[config.mk]
export PLATFORM = sky130hd
export DESIGN_NAME = assembler_token_lexer
export DESIGN_NICKNAME = d
export VERILOG_FILES = /design/src/rtl/core/atl_pkg.sv /design/src/rtl/core/assembler_token_lexer.sv /design/src/rtl/core/atl_step.sv
export SDC_FILE = /design/constraint.sdc
export NUM_CORES = 1
export LEC_CHECK = 0
export BUFFER_PORTS_ARGS = -buffer_cell sky130_fd_sc_hd__buf_2
export CAP_MARGIN = 20
export CORE_MARGIN = 3
export CORE_UTILIZATION = 65
export CTS_CLUSTER_SIZE = 20
export DETAILED_ROUTE_END_ITERATION = 12
export HOLD_SLACK_MARGIN = 0.12
export MAX_ROUTING_LAYER = met4
export PLACE_DENSITY = 0.95
export SYNTH_ARGS = -nofsm -noshare
export SYNTH_HDL_FRONTEND = slang
export SYNTH_SLANG_ARGS = --single-unit
[constraint.sdc]
create_clock -name clk_i -period 12.2 [get_ports clk_i]
set_input_delay 0 -clock clk_i [delete_from_list [all_inputs] [get_ports clk_i]]
set_output_delay 0 -clock clk_i [all_outputs]
set_load 0.005 [all_outputs]
[src/rtl/core/atl_pkg.sv]
// Shared types, token codes and byte classes of the assembler token lexer.
package atl_pkg;

  localparam int unsigned OFFSET_BITS_DEFAULT = 16;
  localparam int unsigned MAX_RESULTS = 3;
  localparam int unsigned PUNCT_COUNT = 11;

  localparam logic [4:0] KIND_IDENT      = 5'd0;
  localparam logic [4:0] KIND_NUMBER     = 5'd1;
  localparam logic [4:0] KIND_STRING     = 5'd2;
  localparam logic [4:0] KIND_PUNCT_BASE = 5'd3;
  localparam logic [4:0] KIND_BAD_BYTE   = 5'd14;
  localparam logic [4:0] KIND_UNCLOSED   = 5'd15;
  localparam logic [4:0] KIND_END        = 5'd16;

  localparam logic [7:0] CHAR_TAB        = 8'h09;
  localparam logic [7:0] CHAR_NEWLINE    = 8'h0A;
  localparam logic [7:0] CHAR_SPACE      = 8'h20;
  localparam logic [7:0] CHAR_QUOTE      = 8'h22;
  localparam logic [7:0] CHAR_UNDERSCORE = 8'h5F;
  localparam logic [7:0] CHAR_ZERO       = 8'h30;
  localparam logic [7:0] CHAR_LOWER_X    = 8'h78;

  // Punctuation in kind order: = : , - . ( ) { } [ ]
  localparam logic [7:0] PUNCT_CHARS [PUNCT_COUNT] = '{
    8'h3D, 8'h3A, 8'h2C, 8'h2D, 8'h2E, 8'h28, 8'h29, 8'h7B, 8'h7D, 8'h5B, 8'h5D
  };

  typedef enum logic [5:0] {
    MODE_START  = 6'b000001,
    MODE_IDENT  = 6'b000010,
    MODE_NUM    = 6'b000100,
    MODE_HEX    = 6'b001000,
    MODE_STRING = 6'b010000,
    MODE_ERROR  = 6'b100000
  } lex_mode_e;

  typedef struct packed {
    logic [4:0]  kind;
    logic [15:0] offset;
    logic [15:0] length;
    logic [7:0]  bad;
  } result_t;

  function automatic logic is_letter(logic [7:0] b);
    return (b >= 8'h61 && b <= 8'h7A) || (b >= 8'h41 && b <= 8'h5A);
  endfunction

  function automatic logic is_decimal(logic [7:0] b);
    return b >= 8'h30 && b <= 8'h39;
  endfunction

  function automatic logic is_hex_digit(logic [7:0] b);
    return is_decimal(b) || (b >= 8'h61 && b <= 8'h66) || (b >= 8'h41 && b <= 8'h46);
  endfunction

  function automatic logic is_space(logic [7:0] b);
    return b == CHAR_TAB || b == CHAR_NEWLINE || b == CHAR_SPACE;
  endfunction

  // Token kind of a punctuation byte, or the bad byte kind for anything else.
  function automatic logic [4:0] punct_kind(logic [7:0] b);
    logic [4:0] k;
    k = KIND_BAD_BYTE;
    for (int i = 0; i < PUNCT_COUNT; i++) begin
      if (b == PUNCT_CHARS[i]) begin
        k = KIND_PUNCT_BASE + 5'(i);
      end
    end
    return k;
  endfunction

endpackage

[src/rtl/core/assembler_token_lexer.sv]
// Top level of the assembler token lexer: input register, lexer state and token buffer.
//
// The lexer takes one source byte per request and returns tokens as kind, start
// offset and length; each stream closes with an end token and the next byte starts
// a fresh stream at offset zero. A byte is latched in the input register, runs
// through combinational classification logic, and its tokens (zero to three) land
// in the token buffer together with the new lexer state. Bytes that give zero or
// one token flow at one byte per clock while out_stall_i is low. A byte that gives
// two or three tokens holds the buffer until its last token is taken; a byte with
// tokens of its own that comes meanwhile waits in the input register with
// in_stall_o raised, while a byte that gives no token never waits for the output
// side. run_last_o marks the last token of a byte. Offsets count in OFFSET_BITS
// bits and saturate at the top; the token ports carry their low 16 bits.
module assembler_token_lexer #(
  parameter int unsigned OFFSET_BITS = atl_pkg::OFFSET_BITS_DEFAULT
) (
  input  logic        clk_i,
  input  logic        rst_ni,
  input  logic        in_valid_i,
  output logic        in_stall_o,
  input  logic [7:0]  data_byte_i,
  input  logic        stream_end_i,
  output logic        out_valid_o,
  input  logic        out_stall_i,
  output logic [4:0]  token_kind_o,
  output logic [15:0] token_offset_o,
  output logic [15:0] token_size_o,
  output logic [7:0]  offending_byte_o,
  output logic        run_last_o
);

  // Input register.
  logic       a_valid_q;
  logic [7:0] a_byte_q;
  logic       a_end_q;

  // Lexer state.
  atl_pkg::lex_mode_e     mode_q, mode_d;
  logic                   lead_zero_q, lead_zero_d;
  logic [OFFSET_BITS-1:0] begin_q, begin_d;
  logic [OFFSET_BITS-1:0] pos_q, pos_d;

  // Token buffer: the tokens of one byte, sent out one per cycle while out_stall_i is low.
  atl_pkg::result_t res_q [atl_pkg::MAX_RESULTS];
  atl_pkg::result_t res_d [atl_pkg::MAX_RESULTS];
  logic [1:0]       cnt_q, cnt_d;
  logic [1:0]       idx_q;

  logic in_accept;
  logic out_take;
  logic buf_free;
  logic a_move;
  logic last_of_byte;

  atl_step #(
    .OFFSET_BITS(OFFSET_BITS)
  ) u_step (
    .mode_i       (mode_q),
    .lead_zero_i  (lead_zero_q),
    .begin_i      (begin_q),
    .pos_i        (pos_q),
    .data_byte_i  (a_byte_q),
    .stream_end_i (a_end_q),
    .mode_o       (mode_d),
    .lead_zero_o  (lead_zero_d),
    .begin_o      (begin_d),
    .pos_o        (pos_d),
    .res_o        (res_d),
    .count_o      (cnt_d)
  );

  assign last_of_byte = (idx_q == cnt_q - 2'd1);
  assign out_valid_o  = (cnt_q != 2'd0);
  assign out_take     = out_valid_o && !out_stall_i;
  // The buffer can take a new byte's tokens when it is empty or its last token leaves now.
  assign buf_free     = !out_valid_o || (out_take && last_of_byte);
  // A byte without tokens only updates the state, so it never waits for the output.
  assign a_move       = a_valid_q && (cnt_d == 2'd0 || buf_free);
  assign in_stall_o   = a_valid_q && !a_move;
  assign in_accept    = in_valid_i && !in_stall_o;

  assign token_kind_o     = res_q[idx_q].kind;
  assign token_offset_o   = res_q[idx_q].offset;
  assign token_size_o     = res_q[idx_q].length;
  assign offending_byte_o = res_q[idx_q].bad;
  assign run_last_o       = last_of_byte;

  always_ff @(posedge clk_i or negedge rst_ni) begin
    if (!rst_ni) begin
      a_valid_q <= 1'b0;
    end else if (in_accept) begin
      a_valid_q <= 1'b1;
    end else if (a_move) begin
      a_valid_q <= 1'b0;
    end
  end

  always_ff @(posedge clk_i) begin
    if (in_accept) begin
      a_byte_q <= data_byte_i;
      a_end_q  <= stream_end_i;
    end
  end

  always_ff @(posedge clk_i or negedge rst_ni) begin
    if (!rst_ni) begin
      mode_q      <= atl_pkg::MODE_START;
      lead_zero_q <= 1'b0;
      begin_q     <= '0;
      pos_q       <= '0;
    end else if (a_move) begin
      mode_q      <= mode_d;
      lead_zero_q <= lead_zero_d;
      begin_q     <= begin_d;
      pos_q       <= pos_d;
    end
  end

  always_ff @(posedge clk_i or negedge rst_ni) begin
    if (!rst_ni) begin
      cnt_q <= 2'd0;
      idx_q <= 2'd0;
    end else if (a_move && cnt_d != 2'd0) begin
      cnt_q <= cnt_d;
      idx_q <= 2'd0;
    end else if (out_take) begin
      if (last_of_byte) begin
        cnt_q <= 2'd0;
        idx_q <= 2'd0;
      end else begin
        idx_q <= idx_q + 2'd1;
      end
    end
  end

  always_ff @(posedge clk_i) begin
    if (a_move && cnt_d != 2'd0) begin
      res_q <= res_d;
    end
  end

endmodule

[src/rtl/core/atl_step.sv]
// One lexer step: next lexer state and the tokens caused by one source byte.
module atl_step #(
  parameter int unsigned OFFSET_BITS = atl_pkg::OFFSET_BITS_DEFAULT
) (
  input  atl_pkg::lex_mode_e    mode_i,
  input  logic                  lead_zero_i,
  input  logic [OFFSET_BITS-1:0] begin_i,
  input  logic [OFFSET_BITS-1:0] pos_i,
  input  logic [7:0]            data_byte_i,
  input  logic                  stream_end_i,
  output atl_pkg::lex_mode_e    mode_o,
  output logic                  lead_zero_o,
  output logic [OFFSET_BITS-1:0] begin_o,
  output logic [OFFSET_BITS-1:0] pos_o,
  output atl_pkg::result_t      res_o [atl_pkg::MAX_RESULTS],
  output logic [1:0]            count_o
);

  localparam logic [OFFSET_BITS-1:0] PosMax = {OFFSET_BITS{1'b1}};

  logic [OFFSET_BITS-1:0] pos_next;
  logic                   consumed;
  logic [4:0]             pk;

  function automatic logic [15:0] to16(logic [OFFSET_BITS-1:0] v);
    logic [OFFSET_BITS+15:0] e;
    e = (OFFSET_BITS + 16)'(v);
    return e[15:0];
  endfunction

  function automatic atl_pkg::result_t mk(logic [4:0] k, logic [OFFSET_BITS-1:0] off,
                                          logic [OFFSET_BITS-1:0] len, logic [7:0] bad);
    atl_pkg::result_t r;
    r.kind   = k;
    r.offset = to16(off);
    r.length = to16(len);
    r.bad    = bad;
    return r;
  endfunction

  always_comb begin
    mode_o      = mode_i;
    lead_zero_o = lead_zero_i;
    begin_o     = begin_i;
    consumed    = 1'b0;
    count_o     = 2'd0;
    pk          = atl_pkg::punct_kind(data_byte_i);
    for (int i = 0; i < atl_pkg::MAX_RESULTS; i++) begin
      res_o[i] = '0;
    end
    pos_next = (pos_i == PosMax) ? pos_i : pos_i + 1'b1;

    unique case (mode_i)
      atl_pkg::MODE_IDENT: begin
        if (atl_pkg::is_letter(data_byte_i) || atl_pkg::is_decimal(data_byte_i) ||
            data_byte_i == atl_pkg::CHAR_UNDERSCORE) begin
          consumed = 1'b1;
        end else begin
          res_o[count_o] = mk(atl_pkg::KIND_IDENT, begin_i, pos_i - begin_i, 8'd0);
          count_o = count_o + 2'd1;
          mode_o = atl_pkg::MODE_START;
        end
      end
      atl_pkg::MODE_NUM: begin
        if (lead_zero_i && data_byte_i == atl_pkg::CHAR_LOWER_X) begin
          mode_o   = atl_pkg::MODE_HEX;
          consumed = 1'b1;
        end else if (atl_pkg::is_decimal(data_byte_i)) begin
          consumed = 1'b1;
        end else begin
          res_o[count_o] = mk(atl_pkg::KIND_NUMBER, begin_i, pos_i - begin_i, 8'd0);
          count_o = count_o + 2'd1;
          mode_o = atl_pkg::MODE_START;
        end
        lead_zero_o = 1'b0;
      end
      atl_pkg::MODE_HEX: begin
        if (atl_pkg::is_hex_digit(data_byte_i)) begin
          consumed = 1'b1;
        end else begin
          res_o[count_o] = mk(atl_pkg::KIND_NUMBER, begin_i, pos_i - begin_i, 8'd0);
          count_o = count_o + 2'd1;
          mode_o = atl_pkg::MODE_START;
        end
      end
      atl_pkg::MODE_STRING: begin
        if (data_byte_i == atl_pkg::CHAR_QUOTE) begin
          res_o[count_o] = mk(atl_pkg::KIND_STRING, begin_i, pos_i - begin_i, 8'd0);
          count_o = count_o + 2'd1;
          mode_o = atl_pkg::MODE_START;
        end
        consumed = 1'b1;
      end
      atl_pkg::MODE_ERROR: begin
        consumed = 1'b1;
      end
      default: begin
        mode_o = atl_pkg::MODE_START;
      end
    endcase

    // A byte that was not taken by the running token starts over from start mode.
    if (!consumed) begin
      if (atl_pkg::is_letter(data_byte_i)) begin
        mode_o  = atl_pkg::MODE_IDENT;
        begin_o = pos_i;
      end else if (atl_pkg::is_decimal(data_byte_i)) begin
        mode_o      = atl_pkg::MODE_NUM;
        begin_o     = pos_i;
        lead_zero_o = (data_byte_i == atl_pkg::CHAR_ZERO);
      end else if (data_byte_i == atl_pkg::CHAR_QUOTE) begin
        mode_o  = atl_pkg::MODE_STRING;
        begin_o = pos_next;
      end else if (!atl_pkg::is_space(data_byte_i)) begin
        if (pk == atl_pkg::KIND_BAD_BYTE) begin
          res_o[count_o] = mk(pk, pos_i, OFFSET_BITS'(1), data_byte_i);
          mode_o = atl_pkg::MODE_ERROR;
        end else begin
          res_o[count_o] = mk(pk, pos_i, OFFSET_BITS'(1), 8'd0);
        end
        count_o = count_o + 2'd1;
      end
    end

    if (stream_end_i) begin
      if (mode_o == atl_pkg::MODE_IDENT) begin
        res_o[count_o] = mk(atl_pkg::KIND_IDENT, begin_o, pos_next - begin_o, 8'd0);
        count_o = count_o + 2'd1;
      end else if (mode_o == atl_pkg::MODE_NUM || mode_o == atl_pkg::MODE_HEX) begin
        res_o[count_o] = mk(atl_pkg::KIND_NUMBER, begin_o, pos_next - begin_o, 8'd0);
        count_o = count_o + 2'd1;
      end else if (mode_o == atl_pkg::MODE_STRING) begin
        res_o[count_o] = mk(atl_pkg::KIND_UNCLOSED, begin_o, pos_next - begin_o, 8'd0);
        count_o = count_o + 2'd1;
      end
      res_o[count_o] = mk(atl_pkg::KIND_END, pos_next, '0, 8'd0);
      count_o     = count_o + 2'd1;
      mode_o      = atl_pkg::MODE_START;
      begin_o     = '0;
      lead_zero_o = 1'b0;
      pos_o       = '0;
    end else begin
      pos_o = pos_next;
    end
  end

endmodule
==> summary.txt <==
Status
  • Outcome: finished clean

Cells and area
  • Layout cell share with drive strength beyond 1: 13.5%
  • FF+latch area: 5130 sq um
  • # fillers: 1,162
  • Final Util: 73.6%
  • Nets: 1,333
  • Area growth syn-to-layout: 9.20%
  • Multi-input gate area: 6120 sq um

Yosys
  • Most common cell in the netlist: edfxtp_1
  • Post-synth top cells: edfxtp_1 (134), nor2_1 (129), nand2_1 (117), o21ai_0 (95), clkbuf_1 (69)
  • Yosys warns: 0
  • FFs w/ async S/R, synth: 24.7%
  • Flops & latches, synth: 178
  • Synthesized netlist cell count: 1,255
  • EDFF count, synth: 134
  • Top cell type's share of synthesized area: 33.9%
  • Syn Area/Cell: 9.45 sq um
  • Cell Area, Synth: 11,900 sq um
  • Unique cell type count in the Yosys netlist: 85
  • Mapped Nets: 1,309
  • Top cells by area, synth: edfxtp_1 (34%), dfrtp_1 (9.1%), mux2i_1 (4.4%)
  • Top cell type by total area after synthesis: edfxtp_1
  • Sequential fraction of the synthesis area: 43.2%
  • Main synth FF type: edfxtp_1

Drt
  • Total routed wirelength: 37,300 um
  • Routed vias: 10,919
  • Drt wl/cell: 24.6 um
  • Vias/cell: 7.19
  • 1st-iter DRT viols: 2,155
  • Routed Antenna Nets: 0
  • First drt pass iteration count: 7
  • Residual DRC: 0

Power
  • Pwr per Cell Area: 313 nW/um^2
  • Leakage: 4.99 nW
  • Total power: 4.06 mW
  • Max VDD drop: 389 uV

CTS
  • CTS max path bufs: 2
  • CTS tree: built
  • CTS resizes: 0
  • Clock-pin slew on the worst setup and hold paths: 70 ps
  • # H-tree levels: 4
  • CTS root buffer: clkbuf_16
  • CTS buffer count: 17
  • # clock sinks: 178
  • Clock Latency Late Sink: 450 ps

Worst setup path
  • Setup crit start: a_byte_q[4]$_DFFE_PP_
  • Kind of critical path: flop to flop
  • CP endpoint kind: flop
  • Crit path max fanout: 72
  • CP Data Required Time: 12,270 ps
  • RR Startpoint: a_byte_q[4]$_DFFE_PP_
  • CP arrival: 8460 ps
  • Slack of the worst reg-to-reg path: 3800 ps
  • FF-to-FF End: res_q[22]$_SDFFCE_PP0N_
  • Crit path launch type: flop
  • End point of the critical path: res_q[22]$_SDFFCE_PP0N_
  • R2R cell count: 16

Timing
  • Crit share post-route: 68.8%
  • Setup TNS: 0 ps
  • Worst Tran Pin Value: 1170 ps
  • Final min period: 8400 ps
  • Final setup vio count: 0
  • Slew headroom: 22.1%
  • RSZ-0062 raised after global routing: false
  • Fmax: 119 MHz
  • Worst Clk Skew: 11.6 ps
  • Final Hold Fails: 0
  • Final-report max-slew violation count: 0

Placement
  • Final Wtd Congestion: 1.11
  • Detail Placement HPWL: 26,200 um
  • Port-buffer cells: 60

Global route
  • M1 GR Usage: 53.9%
  • First-pass GRT wire length: 57,000 um
  • GR peak layer: met1
  • Met2 usage: 52.5%
  • Remaining Overflow, GRT: 0
  • Initial antenna violation count: 1
  • All-Layer GR Usage: 38.2%
  • Largest net degree at the start of global routing: 73
  • Number of global-route vias before repair: 9,935
  • Met3 usage in global routing: 13.1%

Hold path
  • Hold WC Path Type: input port to async pin

Floorplan
  • Core region area: 17,600 sq um
  • Starting Density: 67.4%
  • I/O Pins: 61
  • Die height: 141 um
  • Die area: 19,900 sq um
  • FP Rows: 48
  • Die Wd: 141 um

Job
  • Max Cap Viol: 0
## area by class of cell
class,instances,share of cell area (%)
Multi-Input combinational cell,921,47.3
Sequential cell,178,39.6
Timing Repair Buffer,96,4.64
Clock buffer,17,3.29
Tap cell,225,2.17
Inverter,65,1.88
Clock inverter,15,1.13
Antenna cell,1,0.0193
## through the flow
| step | worst slack, ps | instance area (sq um) | hold slack, ps | instances |
|---|---|---|---|---|
| after floorplan | 4130 | 11900 | -296 | 1255 |
| after global placement | 4530 | 12200 | 122 | 1472 |
| after detailed placement | 4170 | 12200 | 127 | 1472 |
| after CTS | 4160 | 12900 | 194 | 1516 |
| after global routing | 3460 | 12900 | 233 | 1518 |
| final | 3800 | 12900 | 169 | 1518 |
## critical path, stage by stage (launching register included)
cell      delay (ps)
edfxtp_1         780
or4b_2           280
or3_1            520
nor2_1           160
a21oi_1          400
and2_1           790
clkinv_1         900
ha_1             590
nor3_1           380
nor2_1           130
ha_1             280
o21ai_0          260
inv_1            110
ha_1             330
a41oi_1          460
and2_4           710
buf_4            820
## flip-flops by register name, indices dropped and copies added, names as in the netlist
signal / count
res_q: 125
begin_q: 16
pos_q: 16
a_byte_q: 8
mode_q: 6
cnt_q: 2
idx_q: 2
a_end_q: 1
a_valid_q: 1
lead_zero_q: 1
## power by group
group          leakage (nW)  switching (mW)  internal (mW)
clock network         0.279           0.269          0.271
registers              1.88           0.150           1.06
logic                  2.83            1.51          0.800
total                  4.99            1.93           2.13
## layout by cell type, fill, tap and decap left out, types with 39 or more instances in the layout
master	n
edfxtp_1	134
nor2_1	129
nand2_1	117
o21ai_0	95
inv_1	63
buf_2	60
mux2i_1	52
a21oi_1	48
dfrtp_1	42
a22oi_1	41
ha_1	39
## metal layers
metal	share of wire (%)	vias to the layer above
met5	0	-
li1	-	4726
met4	3.5	0
met2	42	912
met1	38	5114
met3	16	167
## worst min-delay path by stage
stage	from	end	slack [ps]	cells after the start
2_1_floorplan	rst_ni	a_valid_q$_DFFE_PN0P_	-300	0
3_3_place_gp	rst_ni	pos_q[12]$_DFFE_PN0N_	120	2
3_5_place_dp	rst_ni	pos_q[12]$_DFFE_PN0N_	130	2
4_1_cts	rst_ni	pos_q[12]$_DFFE_PN0N_	190	3
5_1_grt	rst_ni	pos_q[15]$_DFFE_PN0N_	230	3
6_report	rst_ni	pos_q[12]$_DFFE_PN0N_	170	3
## cells by family (layout without fill, tap and decap cells)
group | after synthesis | in the layout | share of synthesized area [%]
fa+ha+maj | 41 | 41 | 4.45
other cells | 0 | 1 | 0
compound gates | 344 | 344 | 19.8
xor+xnor | 41 | 41 | 3.15
mux | 83 | 83 | 7.33
simple gates | 412 | 412 | 16.8
flops | 178 | 178 | 43.2
buf+inv | 156 | 193 | 5.23
## repair_timing
item	4_1_cts	5_1_grt
hold buffers	12	0
setup buffers	0	0
endpoints found under the hold margin	66	0
No activity file was read; power rests on OpenSTA's default activity.
